==> config.mk <==
export PLATFORM = sky130hd
export DESIGN_NAME = mandelbrot_escape_time_top
export DESIGN_NICKNAME = d
export VERILOG_FILES = /design/src/design/mbet_pkg.sv /design/src/design/mbet_dp.sv /design/src/design/mbet_ctrl.sv /design/src/design/mandelbrot_escape_time_top.sv
export SDC_FILE = /design/constraint.sdc
export NUM_CORES = 2
export LEC_CHECK = 0
export BUFFER_PORTS_ARGS = -buffer_cell sky130_fd_sc_hd__buf_4
export CAP_MARGIN = 10
export CORE_MARGIN = 2
export CORE_UTILIZATION = 60
export CTS_CLUSTER_DIAMETER = 120
export DETAILED_ROUTE_END_ITERATION = 10
export PLACE_DENSITY = 0.83
export SLEW_MARGIN = 5
export SYNTH_ARGS = -nofsm -noshare
export SYNTH_HDL_FRONTEND = slang
export SYNTH_HIERARCHICAL = 1
export SYNTH_SLANG_ARGS = --single-unit
==> constraint.sdc <==
create_clock -name clk -period 10.58 [get_ports clk]
set_input_delay 1.058 -clock clk [delete_from_list [all_inputs] [get_ports clk]]
set_output_delay 1.058 -clock clk [all_outputs]
set_load 0.02 [all_outputs]
==> src/design/mbet_pkg.sv <==
package mbet_pkg;

  // Number format and field widths
  localparam int FRAC_BITS = 28;
  localparam int ZW        = 32;
  localparam int CNT_W     = 16;
  localparam int N_W       = CNT_W + 1;
  localparam int RAD_W     = 31;
  localparam int PROD_W    = 2 * ZW;
  localparam int SQ_W      = PROD_W - 1 - FRAC_BITS;  // floor(z*z / 2^F), non-negative
  localparam int MAG_W     = SQ_W + 1;

  // Configuration register indexes
  localparam int CFG_IDX_W = 1;
  localparam logic [CFG_IDX_W-1:0] CFG_MAX_ITER  = 1'b0;
  localparam logic [CFG_IDX_W-1:0] CFG_RADIUS_SQ = 1'b1;

  // Reset values; squared radius is capped at 4.0
  localparam logic [CNT_W-1:0] MAX_ITER_RST  = CNT_W'(255);
  localparam logic [RAD_W-1:0] RADIUS_SQ_CAP = RAD_W'(64'd4 << FRAC_BITS);

  typedef struct packed {
    logic signed [ZW-1:0] c_re;
    logic signed [ZW-1:0] c_im;
  } in_item_t;

  typedef struct packed {
    logic [CNT_W-1:0] escape_count;
    logic             in_set;
  } out_item_t;

  typedef enum logic [2:0] {
    S_IDLE,
    S_RR,
    S_II,
    S_RI,
    S_UPD,
    S_DONE
  } state_t;

  // Operand pair for the shared multiplier
  typedef enum logic [1:0] {
    OP_RR,
    OP_II,
    OP_RI
  } op_t;

  typedef struct packed {
    logic load;      // take a new point
    op_t  op;        // multiplier operands this cycle
    logic ld_re2;    // product holds zr*zr
    logic ld_im2;    // product holds zi*zi
    logic upd;       // product holds zr*zi, step z
    logic out_load;  // result into output register
  } ctl_t;

  typedef struct packed {
    logic escape;    // |z|^2 above radius
  } stat_t;

endpackage

==> src/design/mbet_dp.sv <==
module mbet_dp (
  input  logic                        clk,
  input  mbet_pkg::in_item_t          item,
  input  mbet_pkg::ctl_t              ctl,
  input  logic [mbet_pkg::RAD_W-1:0]  radius_sq,
  output mbet_pkg::stat_t             stat
);
  import mbet_pkg::*;

  in_item_t            c_r;
  logic [ZW-1:0]       zr_r, zr_nxt;
  logic [ZW-1:0]       zi_r, zi_nxt;
  logic signed [ZW-1:0] mul_a, mul_b;
  logic signed [PROD_W-1:0] prod_r, prod_nxt;
  logic [SQ_W-1:0]     re2_r, im2_r;
  logic [MAG_W-1:0]    mag;

  // Shared multiplier operand select
  always_comb begin
    unique case (ctl.op)
      OP_RR: begin
        mul_a = $signed(zr_r);
        mul_b = $signed(zr_r);
      end
      OP_II: begin
        mul_a = $signed(zi_r);
        mul_b = $signed(zi_r);
      end
      OP_RI: begin
        mul_a = $signed(zr_r);
        mul_b = $signed(zi_r);
      end
      default: begin
        mul_a = $signed(zr_r);
        mul_b = $signed(zi_r);
      end
    endcase
  end

  assign prod_nxt = mul_a * mul_b;

  assign mag         = MAG_W'(re2_r) + MAG_W'(im2_r);
  assign stat.escape = mag > MAG_W'(radius_sq);

  // z update wraps to 32 bits, so only the low bits of each term matter
  always_comb begin
    zr_nxt = zr_r;
    zi_nxt = zi_r;
    if (ctl.load) begin
      zr_nxt = item.c_re;
      zi_nxt = item.c_im;
    end else if (ctl.upd) begin
      zr_nxt = re2_r[ZW-1:0] - im2_r[ZW-1:0] + c_r.c_re;
      zi_nxt = prod_r[FRAC_BITS-1 +: ZW] + c_r.c_im;
    end
  end

  always_ff @(posedge clk) begin
    if (ctl.load) begin
      c_r <= item;
    end
    zr_r   <= zr_nxt;
    zi_r   <= zi_nxt;
    prod_r <= prod_nxt;
    if (ctl.ld_re2) begin
      re2_r <= prod_r[FRAC_BITS +: SQ_W];
    end
    if (ctl.ld_im2) begin
      im2_r <= prod_r[FRAC_BITS +: SQ_W];
    end
  end

endmodule

==> src/design/mbet_ctrl.sv <==
module mbet_ctrl (
  input  logic                        clk,
  input  logic                        rst_n,
  input  logic                        in_fire,
  input  logic                        out_free,
  input  logic [mbet_pkg::CNT_W-1:0]  max_iter,
  input  mbet_pkg::stat_t             stat,
  output logic                        idle,
  output mbet_pkg::ctl_t              ctl,
  output mbet_pkg::out_item_t         res
);
  import mbet_pkg::*;

  state_t          state_r, state_nxt;
  logic [N_W-1:0]  n_r, n_nxt;
  out_item_t       res_r, res_nxt;
  logic            over;

  assign over = n_r > N_W'(max_iter);

  // Next state
  always_comb begin
    state_nxt = state_r;
    unique case (state_r)
      S_IDLE:  if (in_fire) begin
        state_nxt = S_RR;
      end
      S_RR:    state_nxt = over ? S_DONE : S_II;
      S_II:    state_nxt = S_RI;
      S_RI:    state_nxt = S_UPD;
      S_UPD:   state_nxt = stat.escape ? S_DONE : S_RR;
      S_DONE:  if (out_free) begin
        state_nxt = S_IDLE;
      end
      default: state_nxt = S_IDLE;
    endcase
  end

  // Outputs
  always_comb begin
    ctl = '0;
    ctl.op = OP_RR;
    unique case (state_r)
      S_IDLE: ctl.load = in_fire;
      S_RR:   ctl.op = OP_RR;
      S_II: begin
        ctl.op     = OP_II;
        ctl.ld_re2 = 1'b1;
      end
      S_RI: begin
        ctl.op     = OP_RI;
        ctl.ld_im2 = 1'b1;
      end
      S_UPD:  ctl.upd = ~stat.escape;
      S_DONE: ctl.out_load = out_free;
      default: ctl = '0;
    endcase
  end

  assign idle = (state_r == S_IDLE);
  assign res  = res_r;

  always_comb begin
    n_nxt   = n_r;
    res_nxt = res_r;
    if (ctl.load) begin
      n_nxt = N_W'(1);
    end else if (state_r == S_RR && over) begin
      res_nxt.escape_count = '0;
      res_nxt.in_set       = 1'b1;
    end else if (state_r == S_UPD) begin
      if (stat.escape) begin
        res_nxt.escape_count = n_r[CNT_W-1:0];
        res_nxt.in_set       = 1'b0;
      end else begin
        n_nxt = n_r + N_W'(1);
      end
    end
  end

  always_ff @(posedge clk) begin
    if (!rst_n) begin
      state_r <= S_IDLE;
    end else begin
      state_r <= state_nxt;
    end
    n_r   <= n_nxt;
    res_r <= res_nxt;
  end

endmodule

==> src/design/mandelbrot_escape_time_top.sv <==
// Mandelbrot escape-time unit. Takes one point c (two signed Q4.28 parts) per transfer on the
// in_ channel and returns one result per point on the out_ channel: the iteration count at
// which |z|^2 first exceeds the squared escape radius (starting at 1), or in_set with count 0
// when max_iter iterations pass without escape. Each iteration uses one shared 32x32 signed
// multiplier three times (zr*zr, zi*zi, zr*zi) and then one add/compare step; a point in the
// set also ends with a final count check. The reset max_iter is 255. One point is worked on
// at a time: in_ready is high only while the unit is idle. The result sits in an output
// register, so a new point may be taken while the previous result still waits for out_ready.
// Configuration (max_iter, escape_radius_sq) is written through the cfg_ port; the user must
// write it only while idle, which the block itself does not enforce. A squared radius above
// 4.0 acts as 4.0.
module mandelbrot_escape_time_top (
  input  logic                            clk,
  input  logic                            rst_n,
  input  logic                            in_valid,
  output logic                            in_ready,
  input  mbet_pkg::in_item_t              in_data,
  output logic                            out_valid,
  input  logic                            out_ready,
  output mbet_pkg::out_item_t             out_data,
  input  logic                            cfg_we,
  input  logic [mbet_pkg::CFG_IDX_W-1:0]  cfg_index,
  input  logic [mbet_pkg::RAD_W-1:0]      cfg_data
);
  import mbet_pkg::*;

  logic [CNT_W-1:0] max_iter_r, max_iter_nxt;
  logic [RAD_W-1:0] radius_sq_r, radius_sq_nxt;
  logic             out_valid_r, out_valid_nxt;
  out_item_t        out_item_r;
  logic             idle;
  logic             in_fire;
  logic             out_free;
  ctl_t             ctl;
  stat_t            stat;
  out_item_t        res;

  assign in_ready = idle;
  assign in_fire  = in_valid & idle;
  // Output slot is free when empty or being drained this cycle
  assign out_free = ~out_valid_r | out_ready;

  // Config writes; the radius is stored already capped
  always_comb begin
    max_iter_nxt  = max_iter_r;
    radius_sq_nxt = radius_sq_r;
    if (cfg_we) begin
      unique case (cfg_index)
        CFG_MAX_ITER:  max_iter_nxt = cfg_data[CNT_W-1:0];
        CFG_RADIUS_SQ: radius_sq_nxt = (cfg_data > RADIUS_SQ_CAP) ? RADIUS_SQ_CAP : cfg_data;
        default: ;
      endcase
    end
  end

  always_comb begin
    out_valid_nxt = out_valid_r;
    if (ctl.out_load) begin
      out_valid_nxt = 1'b1;
    end else if (out_ready) begin
      out_valid_nxt = 1'b0;
    end
  end

  always_ff @(posedge clk) begin
    if (!rst_n) begin
      max_iter_r  <= MAX_ITER_RST;
      radius_sq_r <= RADIUS_SQ_CAP;
      out_valid_r <= 1'b0;
    end else begin
      max_iter_r  <= max_iter_nxt;
      radius_sq_r <= radius_sq_nxt;
      out_valid_r <= out_valid_nxt;
    end
    if (ctl.out_load) begin
      out_item_r <= res;
    end
  end

  assign out_valid = out_valid_r;
  assign out_data  = out_item_r;

  // Sequencer: iteration count, state, result capture
  mbet_ctrl u_ctrl (
    .clk      (clk),
    .rst_n    (rst_n),
    .in_fire  (in_fire),
    .out_free (out_free),
    .max_iter (max_iter_r),
    .stat     (stat),
    .idle     (idle),
    .ctl      (ctl),
    .res      (res)
  );

  // z registers, shared multiplier, magnitude compare
  mbet_dp u_dp (
    .clk       (clk),
    .item      (in_data),
    .ctl       (ctl),
    .radius_sq (radius_sq_r),
    .stat      (stat)
  );

endmodule
==> reports/results.txt <==
Async set-or-reset flop fraction in the synthesized netlist = 0%
Post-Synthesis Cell Area = 0.0543 sq mm
Clk sinks = 336
Critical path endpoint category = flip-flop
Root buffer cell = clkbuf_16
Total congestion overflow = 0
Residual DRC = 0
Clock insertion delay at the later pin of the skew report = 0.58 ns
CTS tree = done
Core area = 0.0899 sq mm
Critical Path Fanout Max = 28
Final Cycle Share = 99.2%
Crit path kind = flip-flop to flip-flop
CTS Buffer Depth = 3
Cells after synthesis = 5776
WL/cell = 24.1 microns
CP startpoint kind = flip-flop
Share of cells above drive strength 1 = 7.10%
Post-synth net total = 7306
Total number of vias = 43100
Post-synth EDFFs = 232
Total Routing Usage GR = 37.5%
# IOs = 120
Synth cell types = 95
Arrival time at the worst endpoint = 10.96 ns
Worst Hold Depth = 0
DR iter-0 viols = 5097
Largest net degree at the start of global routing = 77
Fin area = 0.0581 sq mm
Max Cap Viol = 0
Setup violators final = 0
Seq/Total Area, Yosys = 16.7%
FMAX = 95.3 MHz
Most common cell after layout, fill and taps aside = inv_1
Initial DRT Pass Iterations = 9
Yosys warnings = 6
GP Congestion = 1.08
Initial antenna violation count = 6
Worst slew margin = 21.1%
Port Buffer Count = 119
Avg Inst Size Synth = 9.40 sq um
Vias per inst = 6.09
Hold Buf Count CTS = 0
Worst Path Required = 11.04 ns
Die height = 305 microns
CTS buffer count = 28
Routed Antenna Nets = 0
Clock-pin transition on the worst setup and hold timing paths = 0.07 ns
DP Wirelength = 136000 microns
Initial Util = 60.4%
Status = finished, final reports clean
Hold WS = 0.420 ns
DIE AREA = 0.0929 sq mm
Reg2reg path depth = 26
Max Clock Skew = 0.0230 ns
H-tree levels = 1
Global-route wire length before repair = 261000 microns
Area after DPL = 0.0570 sq mm
FP Rows = 110
RSZ-0062 raised after global routing = no
Hold crit path type = flip-flop to flip-flop
FILL cells = 7027
Final hold violation count = 0
Main synth FF type = edfxtp_1
Worst slew pin tran = 1.16 ns
CTS resizes = 0
Die Width = 305 microns
Commonest non-fill, non-tap cells in the layout = inv_1, fa_1, nand2_1
#FFs+latches synth = 336
Tmin final = 10.50 ns
# Post-CTS Setup Buffers = 0
Vias in the first global route = 45300
Fin. max-slew vios = 0
Layout Nets = 7393
Final WL = 170000 microns
Area Growth Syn to Fin = 7.09%
Setup TNS = 0 ns
==> Yosys cell counts (7+ instances only) <==
cell       count  area, sq um
xor2_1        47          412
nor2b_1       16          100
o21ai_0      133          666
nand2b_1      18          113
and3_1        28          175
nand2_1      858         3220
and2_1        26          163
a21boi_0      25          188
o211ai_1      17          128
clkbuf_1     198          743
nor4_1        12         75.1
buf_6          7         78.8
xnor2_1       87          762
nor2_1       616         2310
nor4b_4       10          238
a211oi_1      20          150
fa_1        1105        22100
inv_1       1185         4450
a21oi_1      192          961
a31oi_1       15         93.8
ha_1         324         4050
a21o_1        78          586
buf_1          9         33.8
or3_1         10         62.6
o21ai_1       18         90.1
nor3_1        32          160
o31ai_1       11         82.6
a2111oi_0      7         61.3
dfxtp_1      104         2080
mux2i_1       70          701
nand4_1       32          200
edfxtp_1     232         6970
nor4b_2       22          330
nand3_1       44          220
o21a_1        37          278
o21bai_1      15          113
==> path summary, 6_finish.rpt <==
kind / startpoint / end / slack, ns
worst max-delay path: u_ctrl/state_r[2] / u_dp/prod_r[53] / 0.08
worst min register to register: u_ctrl/res[14] / out_data[14] / 0.42
worst min-delay path: u_ctrl/res[14] / out_data[14] / 0.42
worst max register to register: u_ctrl/state_r[2] / u_dp/prod_r[53] / 0.08
==> flip-flops by register name, summed over array words and instances (netlist names), 16 cells and up <==
register	cells
u_dp/c_r	64
u_ctrl/n_r	17
u_dp/zr_r	32
u_ctrl/res	17
u_dp/zi_r	32
out_data	17
max_iter_r	16
u_dp/im2_r	35
u_dp/re2_r	35
u_dp/prod_r	36
radius_sq_r	31
==> logic make-up (layout without fill, tap and decap cells) <==
family / Yosys count / count (layout) / synth area share, %
flops: 336 / 336 / 16.7
compound gates: 628 / 628 / 7.34
simple gates: 1763 / 1763 / 14.3
mux: 77 / 77 / 1.45
other cells: 0 / 6 / 0
fa+ha+maj: 1429 / 1429 / 48.2
buf+inv: 1409 / 1518 / 9.89
xor+xnor: 134 / 134 / 2.16
==> stage by stage <==
stage	instances	util, %	setup WS (ns)
3_3_place_gp	7007	63.4	0.326
2_1_floorplan	5776	-	0.998
4_1_cts	7059	64.6	0.00114
6_report	7067	64.7	0.0836
3_5_place_dp	7007	63.4	0.0582
5_1_grt	7061	64.7	0.00214
==> metal layers <==
metal | part of all wire (%) | wire, microns | GRT usage (%) | up-vias
li1 | - | - | - | 18000
met1 | 33 | 56800 | 45.2 | 21100
met2 | 43 | 73400 | 55.9 | 3060
met3 | 14 | 24500 | 14.5 | 952
met4 | 9.1 | 15500 | 25.3 | 12
met5 | 0.11 | 181 | 0 | -
==> critical path, stage by stage, from the launching register on <==
cell and delay, ns:
dfxtp_1 0.48, nor2b_1 0.15, and2_2 0.39, nor2_4 0.77
buf_4 0.40, nand2_1 0.09, nand2_1 0.57, buf_4 0.30
nand2_1 0.09, fa_1 0.53, inv_1 0.05, fa_1 0.56
fa_1 0.46, fa_1 0.53, fa_1 0.43, fa_1 0.54
fa_1 0.45, fa_1 0.47, ha_1 0.55, and3_1 0.38
nand4_1 0.20, or3_1 0.37, o21ai_1 0.79, o21ai_1 0.27
o2111ai_1 0.26, nand2_1 0.11, xnor2_1 0.14
==> layout make-up <==
class	instances	area, sq um	area share [%]
Tap cell	1176	1470	2.53
Clock inverter	14	256	0.441
Clock buffer	38	820	1.41
Inverter	1186	4450	7.66
Timing Repair Buffer	280	2120	3.64
Sequential cell	336	9050	15.6
Multi-Input combinational cell	4031	40000	68.7
Antenna cell	6	15.0	0.0258
Power is left out: the tool's default activity adds up to more than one toggle a clock period on the data nets, which glitch-free logic cannot reach.
